**src/sv/spq_pkg.sv**
```systemverilog
// ----------------------------------------------------------------------------
// Sorted priority queue package
// Shared types and codes for the sorted priority queue and its cells.
// ----------------------------------------------------------------------------
package spq_pkg;

    // Fixed field widths of the request and response transactions.
    localparam int VALUE_BITS    = 32;
    localparam int PRIO_BITS     = 8;
    localparam int COUNT_BITS    = 5;
    localparam int STATUS_BITS   = 2;

    // Request kinds.
    localparam logic REQ_PUSH = 1'b0;
    localparam logic REQ_POP  = 1'b1;

    // Response status codes.
    localparam logic [STATUS_BITS-1:0] STATUS_OK    = 2'd0;
    localparam logic [STATUS_BITS-1:0] STATUS_EMPTY = 2'd1;
    localparam logic [STATUS_BITS-1:0] STATUS_FULL  = 2'd2;

    // One stored entry.
    typedef struct packed {
        logic signed [VALUE_BITS-1:0] data;
        logic        [PRIO_BITS-1:0]  prio;
    } entry_t;

    // Request transaction.
    typedef struct packed {
        logic                         req_type;
        logic signed [VALUE_BITS-1:0] item_value;
        logic        [PRIO_BITS-1:0]  item_priority;
    } req_t;

    // Response transaction.
    typedef struct packed {
        logic signed [VALUE_BITS-1:0]  popped_value;
        logic        [PRIO_BITS-1:0]   popped_priority;
        logic        [STATUS_BITS-1:0] status;
        logic signed [VALUE_BITS-1:0]  head_value;
        logic        [PRIO_BITS-1:0]   head_priority;
        logic                          queue_empty;
        logic        [COUNT_BITS-1:0]  entry_count;
    } rsp_t;

    // Command broadcast to every cell of the chain.
    typedef struct packed {
        logic   push_en;
        logic   pop_en;
        entry_t item;
    } spq_cmd_t;

endpackage

```
**src/sv/spq_cell.sv**
```systemverilog
// ----------------------------------------------------------------------------
// Sorted priority queue cell
// Holds one entry of the sorted chain and shifts it left or right.
// ----------------------------------------------------------------------------
module spq_cell
    import spq_pkg::*;
(
    input  logic     clk,
    input  spq_cmd_t cmd,
    input  logic     occupied,
    input  entry_t   left_entry,
    input  logic     left_stay,
    input  entry_t   right_entry,
    output entry_t   entry,
    output logic     stay
);

    entry_t entry_reg;
    entry_t entry_next;

    // The entry stays put on a push when it is held and does not rank behind
    // the new item; equal priorities stay ahead so ties leave in arrival order.
    assign stay  = occupied && (entry_reg.prio <= cmd.item.prio);
    assign entry = entry_reg;

    // Insert, shift right on push, or shift left on pop.
    always_comb
    begin
        entry_next = entry_reg;
        if (cmd.push_en && !stay)
        begin
            entry_next = left_stay ? cmd.item : left_entry;
        end
        else if (cmd.pop_en)
        begin
            entry_next = right_entry;
        end
    end

    always_ff @(posedge clk)
    begin
        entry_reg <= entry_next;
    end

endmodule

```
**src/sv/sorted_priority_queue_top.sv**
```systemverilog
// ----------------------------------------------------------------------------
// Sorted priority queue
// Bounded queue of (data, priority) entries kept sorted in a chain of cells.
// ----------------------------------------------------------------------------
// Usage:
// The request channel (req_valid, req_stall, req) carries one push or pop per
// transaction. A push inserts the entry behind all held entries of equal or
// lower priority value; a pop removes the head. Every request gives exactly
// one response transaction on (rsp_valid, rsp_stall, rsp), which reports the
// popped entry, a status code, the head after the operation, an empty flag
// and the entry count.
// The response is registered. Throughput is one request per cycle while the
// response is not stalled: every cell compares its priority with the new item
// in parallel and shifts in the same cycle.
// The response sits in an output register; a new request is taken while that
// register is empty or being emptied, so a stalled response stalls requests.
// Reset clears the entry count and the response valid; cell contents are not
// cleared, since only cells below the count are ever read.
// A push on a full queue reports a full status and changes nothing; a pop on
// an empty queue reports an empty status and changes nothing.
// ----------------------------------------------------------------------------
module sorted_priority_queue_top
    import spq_pkg::*;
#(
    parameter int CAPACITY = 16
)
(
    input  logic clk,
    input  logic rst_n,
    input  logic req_valid,
    output logic req_stall,
    input  req_t req,
    output logic rsp_valid,
    input  logic rsp_stall,
    output rsp_t rsp
);

    localparam int CNT_W = $clog2(CAPACITY + 1);

    logic [CNT_W-1:0] count_reg;
    logic [CNT_W-1:0] count_next;
    logic             rsp_valid_reg;
    rsp_t             rsp_reg;
    rsp_t             rsp_next;

    logic     accept;
    logic     full;
    logic     empty;
    spq_cmd_t cmd;
    entry_t   cell_entry [CAPACITY];
    logic     cell_stay  [CAPACITY];
    entry_t   head_sel;

    // Request handshake.
    assign req_stall = rsp_valid_reg && rsp_stall;
    assign accept    = req_valid && !req_stall;
    assign full      = (count_reg == CNT_W'(CAPACITY));
    assign empty     = (count_reg == '0);

    // Command broadcast to the chain.
    assign cmd.push_en    = accept && (req.req_type == REQ_PUSH) && !full;
    assign cmd.pop_en     = accept && (req.req_type == REQ_POP) && !empty;
    assign cmd.item.data  = req.item_value;
    assign cmd.item.prio  = req.item_priority;

    // Row of cells; the head cell sees an always-staying left neighbour and
    // the tail cell takes filler on pop, which the count marks as unused.
    genvar gi;
    generate
        for (gi = 0; gi < CAPACITY; gi++)
        begin : g_cell
            entry_t left_e;
            logic   left_s;
            entry_t right_e;

            if (gi == 0)
            begin : g_head
                assign left_e = cmd.item;
                assign left_s = 1'b1;
            end
            else
            begin : g_body
                assign left_e = cell_entry[gi-1];
                assign left_s = cell_stay[gi-1];
            end

            if (gi == CAPACITY - 1)
            begin : g_tail
                assign right_e = cmd.item;
            end
            else
            begin : g_inner
                assign right_e = cell_entry[gi+1];
            end

            spq_cell u_cell (
                .clk         (clk),
                .cmd         (cmd),
                .occupied    (count_reg > CNT_W'(gi)),
                .left_entry  (left_e),
                .left_stay   (left_s),
                .right_entry (right_e),
                .entry       (cell_entry[gi]),
                .stay        (cell_stay[gi])
            );
        end
    endgenerate

    // Entry count after the operation.
    always_comb
    begin
        count_next = count_reg;
        if (cmd.push_en)
        begin
            count_next = count_reg + 1'b1;
        end
        else if (cmd.pop_en)
        begin
            count_next = count_reg - 1'b1;
        end
    end

    // Head after the operation, taken from the values the cells will load.
    always_comb
    begin
        if (cmd.push_en)
        begin
            head_sel = cell_stay[0] ? cell_entry[0] : cmd.item;
        end
        else if (cmd.pop_en)
        begin
            head_sel = cell_entry[1];
        end
        else
        begin
            head_sel = cell_entry[0];
        end
    end

    // Response contents.
    always_comb
    begin
        rsp_next                 = '0;
        rsp_next.entry_count     = COUNT_BITS'(count_next);
        rsp_next.queue_empty     = (count_next == '0);
        if (count_next != '0)
        begin
            rsp_next.head_value    = head_sel.data;
            rsp_next.head_priority = head_sel.prio;
        end
        if (cmd.pop_en)
        begin
            rsp_next.popped_value    = cell_entry[0].data;
            rsp_next.popped_priority = cell_entry[0].prio;
        end
        if ((req.req_type == REQ_PUSH) && full)
        begin
            rsp_next.status = STATUS_FULL;
        end
        else if ((req.req_type == REQ_POP) && empty)
        begin
            rsp_next.status = STATUS_EMPTY;
        end
        else
        begin
            rsp_next.status = STATUS_OK;
        end
    end

    // Control state.
    always_ff @(posedge clk or negedge rst_n)
    begin
        if (!rst_n)
        begin
            count_reg     <= '0;
            rsp_valid_reg <= 1'b0;
        end
        else
        begin
            count_reg <= count_next;
            if (accept)
            begin
                rsp_valid_reg <= 1'b1;
            end
            else if (!rsp_stall)
            begin
                rsp_valid_reg <= 1'b0;
            end
        end
    end

    // Response payload register.
    always_ff @(posedge clk)
    begin
        if (accept)
        begin
            rsp_reg <= rsp_next;
        end
    end

    assign rsp_valid = rsp_valid_reg;
    assign rsp       = rsp_reg;

endmodule

```
**config.mk**
```make
export PLATFORM = sky130hd
export DESIGN_NAME = sorted_priority_queue_top
export DESIGN_NICKNAME = d
export VERILOG_FILES = /design/src/sv/spq_pkg.sv /design/src/sv/spq_cell.sv /design/src/sv/sorted_priority_queue_top.sv
export SDC_FILE = /design/constraint.sdc
export NUM_CORES = 2
export LEC_CHECK = 0
export ABC_AREA = 1
export BUFFER_PORTS_ARGS = -buffer_cell sky130_fd_sc_hd__buf_2
export CORE_MARGIN = 8
export CORE_UTILIZATION = 51
export CTS_CLUSTER_DIAMETER = 80
export DETAILED_ROUTE_END_ITERATION = 8
export PLACE_DENSITY = 0.75
export SLEW_MARGIN = 20
export SYNTH_ARGS = -nofsm -noshare
export SYNTH_HDL_FRONTEND = slang
export SYNTH_SLANG_ARGS = --single-unit
```
**constraint.sdc**
```tcl
create_clock -name clk -period 3 [get_ports clk]
set_input_delay 0.9 -clock clk [delete_from_list [all_inputs] [get_ports clk]]
set_output_delay 0.9 -clock clk [all_outputs]
set_load 0.02 [all_outputs]
```
After elaboration in Yosys (flattened, before gate mapping):

Cells that the tools add are included.

* ROM bits: 0
* input port bits: 45
* memories: 0
* bits in latches: 0
* logic and storage cells: 209
* flip-flop bits (word level): 734
* bits in writable memories: 0

* add/sub/neg operators: 2
* reductions and logical operators: 77
* div/mod/pow operators: 0
* muxes and demuxes: 54
* bitwise gates (word level): 1
* magnitude comparators: 32
* multipliers: 0
* shifts and indexed selects: 0
* equality and inequality tests: 2

Operator list (count)
* $mux W40: 49
* $le A8 B8 Y1: 16
* $gt A5 B4 Y1 const B: 8
* $logic_and A1 B1 Y1: 40
* $reduce_bool A2 Y1: 15
* $gt A5 B3 Y1 const B: 4
* $logic_not A1 Y1: 19
* $gt A5 B1 Y1 const B: 2
* $gt A5 B2 Y1 const B: 2
* $logic_not A5 Y1: 2
* $mux W5: 2
* $add A5 B1 Y5 const B: 1
* $eq A5 B5 Y1 const B: 1
* $reduce_bool A5 Y1: 1
* $sub A5 B1 Y5 const B: 1
* $mux W1: 3
* $ne A2 B1 Y1 const B: 1
* $not A1 Y1: 1

Longest topological paths before layout:

* depth in word-level cells: 8
* depth in mapped cells: 16
* mapped depth without buffers: 15

Modules after synthesis:

A second synthesis with hierarchy kept.

* cell total of the unflattened synthesis: 4693
* area, all modules: 45821.4 sq um

By module, submodules not included
* spq_cell (g_cell[1].u_cell ...): sequential area each 1201.2 sq um, cells an instance 258, instances 9, area each 2543.7 sq um
* spq_cell (g_cell[0].u_cell ...): sequential area each 1201.2 sq um, cells an instance 258, instances 7, area each 2518.7 sq um
* sorted_priority_queue_top: sequential area each 2792.7 sq um, cells an instance 565, instances 1, area each 5297.6 sq um

Worst setup path before layout:

No wires, ideal clock.

* path kind: input port to flip-flop
* from: input req[1] (netlist name)
* to: register g_cell[3].u_cell.entry_reg, in the netlist g_cell[3].u_cell.entry[0], enable pin
* arrival time: 3302 ps
* setup slack: -832 ps
* cell stages on the path: 13
* path buffers: 1
* library setup time: 530 ps
* path through: inv_1 ha_1 inv_1 nor2_1 o21ai_0 nand2_1 nand2_1 nand2_1 nand2_1 nand2_1 nand2_1 clkbuf_1 nand2_1

* word-level cells in the longest chain between the ends: 5

Ends and longest elaborated chain
* from (decl): RTL line sorted_priority_queue_top.sv:32 `input req_t req,`
* $le A8 B8 Y1: RTL line spq_cell.sv:23 `assign stay = occupied && (entry_reg.prio <= cmd.item.prio);`
* $logic_and A1 B1 Y1: RTL line spq_cell.sv:23
* $logic_not A1 Y1: RTL line spq_cell.sv:30 `if (cmd.push_en && !stay)`
* $logic_and A1 B1 Y1: RTL line spq_cell.sv:30
* $reduce_bool A2 Y1 (no source line)
* to (signal assigned): RTL line spq_cell.sv:42 `entry_reg <= entry_next;`
* to (decl): RTL line spq_cell.sv:18 `entry_t entry_reg;`

No other way between the ends.
A chain may end at the register's enable or synchronous reset.

==> summary.txt <==
gpl congestion - 0.893
Register-to-Register Path Depth - 9
Avg Inst Size Synth - 7.50 µm²
routed length per instance - 15.8 µm
DR vias - 36500
final wirelength - 110000 µm
Area Overhead vs Synth - 14.4%
CP max FO - 23
chip width - 306 µm
Core ar. - 0.0836 mm²
Final Hold Fails - 0
GRT Total Usage - 22.8%
CP max-delay cell - nor3_2
most common cell after layout, fill and taps aside - nand2_1
Largest register FFs - 640
Worst-Skew Late Latency - 0.63 ns
# H-tree levels - 3
filler cell count - 7413
layout cells sized above 1 - 9.34%
Clk Tree Root Cell - clkbuf_16
TritonCTS clock tree - built
Multi-input gate area - 0.0192 mm²
fin area - 0.0492 mm²
Initial DRT Pass Iterations - 6
CTS buffer count - 80
global route total overflow - 0
largest net degree at the start of global routing - 89
RSZ-0062 raised after global routing - false
HPWL Detailed - 81500 µm
Final nets - 5983
starting DRC count in detailed routing - 3445
initial antenna violation count - 3
post-synthesis cell area - 0.0430 mm²
max-cap check violation count - 0
Longest Clk Path Bufs - 3
Routed Antenna Nets - 0
Port-buffer cells - 134
vias per cell - 5.25
Setup violations, final - 0
DRC violations left - 0
clock edge transition at the registers on the reported setup and hold paths - 0.06 ns
pre-CTS WS - -0.155 ns
Synth cell types - 32
Critical Path, Cell by Cell - ha_1 > inv_1 > nor3_2 > a21oi_4 > nand2_1 > nand2_1 > buf_4 > nand2_1 > nand2_1
Crit Path Category - reg -> reg
Rows - 106
PwrDens - 935 mW/mm²
Placed Area - 0.0465 mm²
flip-flop and latch area - 0.0216 mm²
outcome - finished, final reports clean
Die Y - 306 µm
Tcrit/Tclk final - 95.0%
CP peak stage delay - 0.73 ns
pins over their slew limit - 0
min Tclk post-route - 2.85 ns
Slew headroom - 40.5%
reg-to-reg endpoint - g_cell[11].u_cell.entry[25]$_DFFE_PP_
CP startpoint kind - register
Hold Buf Count CTS - 0
CP arrival - 3.23 ns
vias in the first global route - 34800
Hold Crit Class - in -> async
CP Capture Type - register
flop and latch count out of synthesis - 734
most frequent CP cell - nand2_1
first-pass GRT wire length - 181000 µm
Leakage - 24.1 nW
measured slew at the worst slew-check pin - 0.887 ns
R2R Setup Slk - 0.15 ns
worst setup margin - 0.151 ns
peak supply drop - 625 µV
Req. time, crit path - 3.38 ns
Synth Warn # - 0
Die ar. - 0.0938 mm²
sequential area share after synthesis - 50.3%
Syn Nets - 5913
Max Fclk - 0.351 GHz
most frequent cells in the layout - 3179 x nand2_1, 688 x edfxtp_1, 614 x nand3_1
skew final - 0.0210 ns
clock sinks - 734
Mapped Cells - 5734
num ports - 135
Initial Util - 51.5%
reg2reg start - count_reg[0]$_DFF_PN0_
-- critical path, delay by kind of cell, from the launching register on --
kind | cells | cell delay [ns]
AND/OR/NAND/NOR | 5 | 1.21
adder cells (fa/ha/maj) | 1 | 0.36
flip-flops | 1 | 0.52
buffers and inverters | 2 | 0.36
AO/OA/AOI/OAI | 1 | 0.15
-- report_power, final --
group	internal (W)	total, W	leakage, nW	switching (W)
clock	0.00586	0.00992	1.28	0.00407
combinational	0.00664	0.0197	15.9	0.0130
sequential	0.0149	0.0164	6.97	0.00146
-- cell usage after synthesis --
| cell type | n | area (µm²) |
|---|---|---|
| xor2_1 | 2 | 17.5 |
| o21ai_1 | 4 | 20.0 |
| o21bai_1 | 1 | 7.51 |
| a31oi_1 | 1 | 6.26 |
| clkbuf_1 | 233 | 875 |
| inv_1 | 217 | 815 |
| nand3_1 | 614 | 3070 |
| buf_6 | 6 | 67.6 |
| nor3_1 | 2 | 10.0 |
| nor2_1 | 240 | 901 |
| buf_4 | 3 | 22.5 |
| o21a_1 | 16 | 120 |
| buf_2 | 106 | 531 |
| nand2_2 | 5 | 31.3 |
| o21ai_0 | 55 | 275 |
| ha_1 | 134 | 1680 |
| dfxtp_1 | 40 | 801 |
| nand3_4 | 1 | 17.5 |
| nand4_1 | 16 | 100 |
| buf_1 | 30 | 113 |
| o31ai_2 | 1 | 12.5 |
| nor2_2 | 2 | 12.5 |
| inv_2 | 19 | 71.3 |
| nand2_1 | 3195 | 12000 |
| a21oi_1 | 52 | 260 |
| dfrtp_1 | 6 | 150 |
| nor2_4 | 2 | 22.5 |
| nor3_2 | 1 | 10.0 |
| edfxtp_1 | 688 | 20700 |
| o211ai_1 | 40 | 300 |
| a21boi_2 | 1 | 11.3 |
| a21o_1 | 1 | 7.51 |
-- how the worst max path moves through the flow --
stage	cells past startpoint	endpoint	from
5_1_grt	9	g_cell[11].u_cell.entry[24]$_DFFE_PP_	count_reg[0]$_DFF_PN0_
3_5_place_dp	16	g_cell[3].u_cell.entry[25]$_DFFE_PP_	req[1]
2_1_floorplan	13	g_cell[6].u_cell.entry[0]$_DFFE_PP_	req[1]
6_report	9	g_cell[11].u_cell.entry[25]$_DFFE_PP_	count_reg[0]$_DFF_PN0_
4_1_cts	10	g_cell[11].u_cell.entry[10]$_DFFE_PP_	count_reg[3]$_DFF_PN0_
3_3_place_gp	17	g_cell[11].u_cell.entry[24]$_DFFE_PP_	req[1]
-- metal layers --
| metal | vias to the layer above | global-route usage [%] | routed length (µm) |
|---|---|---|---|
| met1 | 16500 | 31.4 | 48900 |
| met3 | 163 | 3.18 | 7630 |
| met4 | 0 | 5.99 | 2480 |
| li1 | 18600 | - | - |
| met5 | - | 0 | 0 |
| met2 | 1307 | 37.9 | 51000 |
-- metrics by stage --
step	hold WS (ns)	instances	TNS [ns]	total power, W	utilization, %
5_1_grt	0.0891	6949	0	0.0494	58.9
2_1_floorplan	0.494	5734	-32.84	0.0299	-
3_5_place_dp	0.502	6798	-72.04	0.0359	55.7
4_1_cts	0.0744	6943	0	0.0460	58.8
3_3_place_gp	0.496	6798	-15.15	0.0353	55.7
6_report	0.107	6949	0	0.0460	58.9
-- final cells by class --
type                       count  share of cell area (%)
timing repair buffer         364                    7.19
sequential                   734                    43.9
tap                         1080                    2.75
clock inverter                49                   0.982
inverter                     236                    1.84
multi-input combinational   4388                    38.9
clock buffer                  95                    4.35
antenna                        3                  0.0153
-- kinds of logic after synthesis --
| family | Yosys count | share of synthesized area (%) |
|---|---|---|
| buf+inv | 614 | 5.80 |
| simple gates | 4078 | 37.6 |
| xor+xnor | 2 | 0.0408 |
| flops | 734 | 50.3 |
| fa+ha+maj | 134 | 3.90 |
| compound gates | 172 | 2.37 |
-- what timing repair did --
item                       4_1_cts  5_1_grt
gates cloned                     1        1
resized for setup                1        2
pin swaps                        0        1
setup endpoints to repair        4      120
setup buffers                    0        2
hold endpoints to repair         0        0
Note: power is estimated with default switching activity, not from simulation.
